### src/design/bga_pkg.sv
// shared types and constants of the best goal arbiter
`timescale 1ns / 1ps
package bga_pkg;

    localparam int POS_W   = 24;
    localparam int SCORE_W = 32;
    localparam int TIME_W  = 32;
    localparam int DIST_W  = 24;
    localparam int MARGIN_W = 31;
    localparam int SRC_W   = 3;
    localparam int CFG_AW  = 2;
    localparam int CFG_DW  = 32;

    localparam logic [TIME_W-1:0]   STALE_RST   = 32'd5000;
    localparam logic [TIME_W-1:0]   TIMEOUT_RST = 32'd70000;
    localparam logic [DIST_W-1:0]   DIST_RST    = 24'd500;
    localparam logic [MARGIN_W-1:0] MARGIN_RST  = 31'd1000;

    typedef enum logic [1:0] {
        OP_CAND   = 2'd0,
        OP_TICK   = 2'd1,
        OP_REJECT = 2'd2,
        OP_END    = 2'd3
    } t_op;

    typedef enum logic [CFG_AW-1:0] {
        CFG_STALE   = 2'd0,
        CFG_TIMEOUT = 2'd1,
        CFG_DIST    = 2'd2,
        CFG_MARGIN  = 2'd3
    } t_cfg_reg;

    typedef enum logic [2:0] {
        S_IDLE,
        S_SCAN,
        S_DRAIN,
        S_MULT,
        S_DECIDE
    } t_state;

    typedef struct packed {
        logic [POS_W-1:0]   x;
        logic [POS_W-1:0]   y;
        logic [SCORE_W-1:0] score;
        logic [TIME_W-1:0]  stamp;
    } t_slot;

    localparam int SLOT_W = $bits(t_slot);

    typedef struct packed {
        logic cand_wr;
        logic tick_start;
        logic clr_active;
        logic scan_rd;
        logic mult_en;
        logic commit;
    } t_dp_cmd;

    typedef struct packed {
        logic resend;
        logic out_free;
    } t_dp_sts;

endpackage

### src/design/bga_ctrl.sv
// controller state machine: transaction decode, slot scan sequencing, decision
`timescale 1ns / 1ps
module bga_ctrl
    import bga_pkg::*;
#(
    parameter int NUM_SOURCES = 8,
    localparam int IDX_W = (NUM_SOURCES > 1) ? $clog2(NUM_SOURCES) : 1
) (
    input  logic             i_clk,
    input  logic             i_rst_n,
    input  logic             i_valid,
    input  logic [1:0]       i_op,
    input  logic             i_server_ready,
    output logic             o_ready,
    output t_dp_cmd          o_cmd,
    output logic [IDX_W-1:0] o_rd_addr,
    input  t_dp_sts          i_sts
);

    localparam logic [IDX_W-1:0] LAST_IDX = IDX_W'(NUM_SOURCES - 1);

    t_state           r_state, n_state;
    logic [IDX_W-1:0] r_cnt, n_cnt;

    always_ff @(posedge i_clk) begin
        if (!i_rst_n) begin
            r_state <= S_IDLE;
            r_cnt   <= '0;
        end else begin
            r_state <= n_state;
            r_cnt   <= n_cnt;
        end
    end

    always_comb begin
        n_state   = r_state;
        n_cnt     = r_cnt;
        o_ready   = 1'b0;
        o_cmd     = '0;
        o_rd_addr = r_cnt;
        case (r_state)
            S_IDLE: begin
                o_ready = 1'b1;
                if (i_valid) begin
                    case (t_op'(i_op))
                        OP_CAND: begin
                            o_cmd.cand_wr = 1'b1;
                        end
                        OP_TICK: begin
                            if (i_server_ready) begin
                                o_cmd.tick_start = 1'b1;
                                n_cnt   = '0;
                                n_state = S_SCAN;
                            end
                        end
                        OP_REJECT, OP_END: begin
                            o_cmd.clr_active = 1'b1;
                        end
                        default: begin
                        end
                    endcase
                end
            end
            S_SCAN: begin
                o_cmd.scan_rd = 1'b1;
                if (r_cnt == LAST_IDX) begin
                    n_state = S_DRAIN;
                end else begin
                    n_cnt = r_cnt + 1'b1;
                end
            end
            S_DRAIN: begin
                n_state = S_MULT;
            end
            S_MULT: begin
                o_cmd.mult_en = 1'b1;
                n_state = S_DECIDE;
            end
            S_DECIDE: begin
                if (!i_sts.resend) begin
                    n_state = S_IDLE;
                end else if (i_sts.out_free) begin
                    o_cmd.commit = 1'b1;
                    n_state = S_IDLE;
                end
            end
            default: begin
                n_state = S_IDLE;
            end
        endcase
    end

endmodule

### config.mk
export PLATFORM = sky130hd
export DESIGN_NAME = bga_ctrl
export DESIGN_NICKNAME = d
export VERILOG_FILES = /design/src/design/bga_pkg.sv /design/src/design/bga_ctrl.sv
export SDC_FILE = /design/constraint.sdc
export NUM_CORES = 1
export LEC_CHECK = 0
export BUFFER_PORTS_ARGS = -buffer_cell sky130_fd_sc_hd__buf_2
export CAP_MARGIN = 20
export CORE_AREA = 5 5 42 44
export DETAILED_ROUTE_END_ITERATION = 7
export DIE_AREA = 0 0 47 49
export PLACE_DENSITY = 0.51
export SETUP_SLACK_MARGIN = 0.5
export SLEW_MARGIN = 25
export SYNTH_ARGS = -nofsm -noshare
export SYNTH_HDL_FRONTEND = slang
export SYNTH_SLANG_ARGS = --single-unit
### constraint.sdc
create_clock -name i_clk -period 3.4 [get_ports i_clk]
set_clock_uncertainty 0.1 [all_clocks]
set_input_delay 0.17 -clock i_clk [delete_from_list [all_inputs] [get_ports i_clk]]
set_output_delay 0.17 -clock i_clk [all_outputs]
set_load 0.02 [all_outputs]
==> results of run 1 <==
## how the worst min path moves through the flow
stage / depth (start not counted) / endpoint / slack (ns) / start
6_report: 2 / r_state[2]$_SDFFE_PN0P_ / 0.12 / i_rst_n
4_1_cts: 2 / r_state[2]$_SDFFE_PN0P_ / 0.12 / i_rst_n
2_1_floorplan: 1 / r_state[2]$_SDFFE_PN0P_ / 0.19 / i_rst_n
3_5_place_dp: 2 / r_state[2]$_SDFFE_PN0P_ / 0.37 / i_rst_n
3_3_place_gp: 2 / r_state[2]$_SDFFE_PN0P_ / 0.37 / i_rst_n
5_1_grt: 2 / r_state[2]$_SDFFE_PN0P_ / 0.13 / i_rst_n
## power groups by stage
stage	combinational (mW)	sequential, mW	clock [mW]
2_1_floorplan	0.0117	0.0745	0
3_3_place_gp	0.0217	0.0741	0
3_5_place_dp	0.0219	0.0741	0
4_1_cts	0.0219	0.0728	0.0678
5_1_grt	0.0238	0.0728	0.0713
6_report	0.0216	0.0728	0.0644
## sequential cells by signal, indices dropped and copies added, names as in the netlist
register / count
r_state: 3
o_rd_addr: 3
## metal layers
| layer | vias to the layer above | part of all wire (%) | track usage [%] |
|---|---|---|---|
| li1 | 182 | - | - |
| met1 | 154 | 47 | 8.77 |
| met2 | 13 | 44 | 11.5 |
| met4 | 0 | 0.62 | 5.53 |
| met5 | - | 0 | 0 |
| met3 | 2 | 7.9 | 3.32 |
## cell usage in the layout (no fill, tap or decap)
| master | instances |
|---|---|
| nor2_1 | 2 |
| mux2i_1 | 2 |
| o21a_1 | 1 |
| nor2b_1 | 1 |
| nor3_1 | 1 |
| nand3b_1 | 1 |
| o21ai_0 | 1 |
| and4_1 | 1 |
| and4b_1 | 1 |
| or3_4 | 1 |
| buf_2 | 17 |
| a21oi_1 | 1 |
| clkbuf_4 | 3 |
| nand2_1 | 4 |
| inv_1 | 2 |
| nor3b_4 | 1 |
| nand2b_1 | 1 |
| and3_1 | 1 |
| a32o_1 | 1 |
| a21boi_0 | 1 |
| and3b_1 | 1 |
| dfxtp_1 | 6 |
| a2bb2oi_2 | 1 |
| nand3_1 | 2 |
| nand4b_1 | 1 |
| ha_1 | 2 |
| nor4b_1 | 1 |
## logic make-up (layout without fill, tap and decap cells)
family	Yosys count	count (layout)	share of synthesized area (%)
compound gates	6	6	13.6
fa+ha+maj	2	2	6.78
buf+inv	3	22	4.07
flops	6	6	32.5
mux	2	2	5.42
simple gates	20	20	37.6
## through the flow
| step | instance area, sq um | utilization (%) | hold WS, ns | total power, mW |
|---|---|---|---|---|
| 6_report | 489 | 34.9 | 0.121 | 0.159 |
| 5_1_grt | 489 | 34.9 | 0.130 | 0.168 |
| 3_5_place_dp | 467 | 33.3 | 0.374 | 0.0960 |
| 3_3_place_gp | 467 | 33.3 | 0.367 | 0.0957 |
| 2_1_floorplan | 369 | - | 0.187 | 0.0862 |
| 4_1_cts | 489 | 34.9 | 0.117 | 0.162 |
## layout make-up
cell class              instances  area share [%]
inverters                       2            1.53
well taps                      16            4.09
flip-flops and latches          6            24.6
clock buffers                   3            4.60
multi-input cells              30            47.8
repair buffers                 17            17.4
==> reports/metrics.csv, run 1 <==
stage,metric,value,unit
outcome,status,finished clean,
synthesis,yosys.area.top_type,dfxtp_1,
clock_network,root_buffer,clkbuf_4,
pwr,pwr-share-comb,13.6,%
timing,fmax,582,MHz
die,start_util,26.3,%
setup_path,cp_num_cells,5,
synthesis,yosys_warnings,0,
setup_path,critical-path-max-stage-delay,0.42,ns
setup_path,critPathLaunchType,flop,
setup_path,timing.rr.end,o_rd_addr[0]$_SDFFE_PN0P_,
run,maxCapViolCount,0,
detailed_routing,drt_iter0_markers,4,
setup_path,critPathBufInv,2,
detailed_routing,vias,351,
synthesis,synth.most_common_cell,dfxtp_1,
pwr,p_int,0.122,mW
synthesis,ys_ff_latch,6,
synthesis,synth_top_cell_area_share,32.5,%
setup_path,cp.required,3.13,ns
clock_network,clockBufferDepth,2,
setup_path,end_kind,output port,
detailed_routing,via_per_inst,4.74,
global_route,grt_max_degree,9,
synthesis,synth_async_sr_flop_share,0,%
synthesis,syn_area,369,sq um
setup_path,path_max_fanout,8,
worst_hold_path,holdCritPathClass,input port to flop,
synthesis,yosysSeqAreaShare,32.5,%
clock_network,cts_buffers,3,
setup_path,rrSetupSlack,1.95,ns
placement,portBuffers,17,
global_route,grt_pass1_wl,1.31,mm
setup_path,crit_type,flop to output port,
die,rows,14,
pwr,ir_drop,0.000148,V
global_route,grt_pass1_vias,338,
synthesis,synth-main-ff-cell,dfxtp_1,
clock_network,ctsHtreeMaxLevel,1,
global_route,antenna_found_initial,0,
final_layout,synthToLayoutAreaGrowth,32.5,%
die,fp.dieArea,0.00230,sq mm
final_layout,drive_above_1_share,39.7,%
timing,worst_pin_slew,0.294,ns
timing,fin_crit,1.72,ns
detailed_routing,antenna_left,0,
setup_path,startpoint,r_state[0]$_SDFFE_PN0P_,
setup_path,reg2reg_depth,3,
placement,dp.cells,71,
clock_network,clock-sinks,6,
clock_network,cts_tree,yes,
global_route,track_usage,7.88,%
synthesis,synthTopCellsByCount,"6 x dfxtp_1, 4 x nand2_1",
synthesis,synth.distinct_cells,26,
die,ios,18,
die,core,0.00140,sq mm
synthesis,synth_top_cells_by_area,"dfxtp_1 33%, ha_1 6.8%, mux2i_1 5.4%",
pwr,power.leakage,0.248,nW
setup_path,critical_path.top_delay_family,simple AND/OR/NAND/NOR gates,
timing,rsz0062_at_grt,false,
timing,timing.final.crit_share,50.5,%
timing,timing.setup.tns,0,ns
synthesis,synth_edf_count,0,
final_layout,stdcell_count,74,
clock_network,insertion_delay,0.24,ns
timing,final.setup.worst_slack,1.68,ns
setup_path,crit_end,o_cmd[5],
clock_network,cts_hold_buffers,0,
placement,pre_cts_ws,1.94,ns
timing,slew_viol_final,0,
final_layout,multi_input_area,234,sq um
detailed_routing,first_pass_iters,2,
global_route,grt.overflow.total,0,
pwr,p_seq_share,45.8,%
final_layout,fillers,162,
timing,finalHoldViolations,0,
clock_network,postCtsResizedCells,0,
setup_path,cp_cell_sequence,or3_4 > inv_1 > nand2_1 > nor3_1 > buf_2,
placement,gp_congestion,0.641,
detailed_routing,drc,0,
synthesis,synthCells,39,
final_layout,regArea,120,sq um
clock_network,cts_setup_buffers,0,
die,die_x,47,microns
timing,setup_viol,0,
clock_network,clk_pin_slew,0.04,ns
setup_path,slowest_stage,or3_4,
pwr,cellPowerDensity,324,mW/mm^2
die,die_h,49,microns
detailed_routing,drt-total-wl,808,microns
final_layout,diodes,0,
final_layout,finalNetCount,70,
synthesis,syn-num-nets,49,
pwr,pwr-share-clk,40.5,%
detailed_routing,wire_per_inst,10.9,microns
pwr,power.switching,0.0372,mW
synthesis,syn_avg_cell_area,9.46,sq um
setup_path,reg2reg_from,r_state[0]$_SDFFE_PN0P_,
setup_path,arrival,1.45,ns
timing,slew_headroom,80.4,%
pwr,switching_share,23.4,%
No activity file was read; power rests on OpenSTA's default activity.
==> inputs of run 2 (changes only) <==
--- a/config.mk
+++ b/config.mk
@@ -10,7 +10,7 @@
 export CORE_AREA = 5 5 42 44
 export DETAILED_ROUTE_END_ITERATION = 7
 export DIE_AREA = 0 0 47 49
-export PLACE_DENSITY = 0.51
+export PLACE_DENSITY = 0.53
 export SETUP_SLACK_MARGIN = 0.5
 export SLEW_MARGIN = 25
 export SYNTH_ARGS = -nofsm -noshare
==> constraint.sdc (replaced) <==
create_clock -name i_clk -period 1.5 [get_ports i_clk]
set_clock_uncertainty 0.1 [all_clocks]
set_input_delay 0.075 -clock i_clk [delete_from_list [all_inputs] [get_ports i_clk]]
set_output_delay 0.075 -clock i_clk [all_outputs]
set_load 0.02 [all_outputs]
==> reports/metrics.csv, run 2 (synthesized netlist as in run 1, its figures left out) <==
stage,metric,value,unit
outcome,status,"finished, violations left",
setup_path,critPathLaunchType,flop,
global_route,grt_pass1_vias,377,
global_route,grt_pass1_wl,1.57,mm
setup_path,critical-path-max-stage-delay,0.40,ns
outcome,violations,negative setup slack,
final_layout,synthToLayoutAreaGrowth,82.0,%
detailed_routing,met3_wirelength,64,microns
timing,timing.setup.tns,-0.0460,ns
global_route,antenna_found_initial,0,
die,die_x,47,microns
detailed_routing,via_per_inst,4.83,
detailed_routing,drt-met1-wl,400,microns
timing,finalHoldViolations,0,
die,core,0.00140,sq mm
clock_network,clk_pin_slew,0.05,ns
timing,worst_pin_slew,0.318,ns
pwr,power.switching,0.0944,mW
die,ios,18,
final_layout,diodes,0,
timing,fin_crit,1.53,ns
pwr,p_seq_share,41.3,%
worst_hold_path,hold_depth,2,
final_layout,mostFrequentLayoutCells,"9 x buf_2, 9 x buf_6, 5 x buf_4",
die,start_util,26.3,%
placement,portBuffers,17,
timing,timing.final.crit_share,102,%
pwr,pwr-share-comb,20.4,%
pwr,power,0.384,mW
setup_path,slowest_stage,or3_4,
setup_path,crit_type,flop to output port,
setup_path,cp.required,1.32,ns
pwr,power.leakage,0.295,nW
detailed_routing,wire_per_inst,11.5,microns
die,die_h,49,microns
detailed_routing,dr_wl_met2,450,microns
placement,placed_cell_area,532,sq um
timing,rsz0062_at_grt,true,
clock_network,clockBufferDepth,2,
placement,gp_congestion,0.643,
final_layout,finalNetCount,76,
clock_network,root_buffer,clkbuf_4,
final_layout,stdcell_area,672,sq um
clock_network,cts_tree,yes,
pwr,p_int,0.289,mW
setup_path,end_kind,output port,
clock_network,cts_buffers,3,
clock_network,insertion_delay,0.24,ns
setup_path,arrival,1.36,ns
global_route,grt_max_degree,9,
timing,slew_viol_final,0,
detailed_routing,drt_iter0_markers,7,
detailed_routing,vias,386,
final_layout,drive_above_1_share,68.8,%
timing,slew_headroom,78.8,%
timing,final.setup.worst_slack,-0.0343,ns
detailed_routing,first_pass_iters,3,
setup_path,path_max_fanout,6,
timing,setup_viol,3,
run,maxCapViolCount,0,
die,fp.dieArea,0.00230,sq mm
global_route,track_usage,9.31,%
pwr,ir_drop,0.000429,V
die,rows,14,
timing,hold_slack,0.0166,ns
detailed_routing,antenna_left,0,
pwr,cellPowerDensity,571,mW/mm^2
placement,pre_cts_ws,0.111,ns
detailed_routing,drc,0,
clock_network,clock-sinks,6,
timing,fmax,652,MHz
worst_hold_path,holdCritPathClass,input port to flop,
detailed_routing,drt-total-wl,921,microns
placement,hpwl,661,microns
clock_network,ctsHtreeMaxLevel,1,
pwr,pwr-share-clk,38.3,%
setup_path,reg2reg_depth,4,
setup_path,cp_cell_sequence,or3_4 > inv_4 > nand2_2 > nor3_4 > buf_6,
pwr,switching_share,24.6,%
detailed_routing,top_layer,met4,
global_route,grt.overflow.total,0,
run 2: what timing repair did:
| item | in CTS | in global routing |
|---|---|---|
| gates resized for setup | 23 | 2 |
| cloned | 0 | 0 |
| buffers inserted | 5 | 1 |
| pin swaps | 5 | 3 |
| endpoints found under the setup margin | 13 | 14 |
| hold buffers | 0 | 0 |
run 2: per-stage QoR:
stage	instances	utilization, %
2_1_floorplan	39	-
5_1_grt	80	47.9
6_report	80	47.9
4_1_cts	79	47.1
3_3_place_gp	71	37.9
3_5_place_dp	71	37.9
run 2: worst paths after layout:
path / slack (ns) / endpoint / from
worst max-delay path: -0.03 / o_cmd[5] / r_state[2]$_SDFFE_PN0P_
worst max register to register: 0.01 / o_rd_addr[0]$_SDFFE_PN0P_ / r_state[2]$_SDFFE_PN0P_
worst min register to register: 0.39 / o_rd_addr[2]$_SDFFE_PN0P_ / o_rd_addr[2]$_SDFFE_PN0P_
worst min-delay path: 0.02 / r_state[2]$_SDFFE_PN0P_ / i_rst_n
run 2: cell type report:
cell class	instances	area, sq um
Fill cell	132	729
Inverter	2	10.0
Timing Repair Buffer	23	184
Multi-Input combinational cell	30	298
Clock buffer	3	22.5
Tap cell	16	20.0
Sequential cell	6	138
run 2: power groups by stage:
| stage | sequential, mW | clock, mW | combinational (mW) |
|---|---|---|---|
| after floorplan | 0.167 | 0 | 0.0330 |
| after global placement | 0.166 | 0 | 0.0575 |
| final | 0.159 | 0.147 | 0.0781 |
| after CTS | 0.160 | 0.154 | 0.0774 |
| after global routing | 0.159 | 0.162 | 0.0836 |
| after detailed placement | 0.166 | 0 | 0.0573 |
run 2: worst max-delay path, delay by kind of cell (launching register included):
| family | cells | cell delay [ns] |
|---|---|---|
| and+or+nand+nor | 3 | 0.57 |
| DFF | 1 | 0.34 |
| buffers and inverters | 2 | 0.20 |
run 2: per-layer routing:
metal  track usage (%)  up-vias
met3              2.21        2
met5                 0        -
met1              11.9      177
met2              14.3       12
met4              4.15        0
li1                  -      195
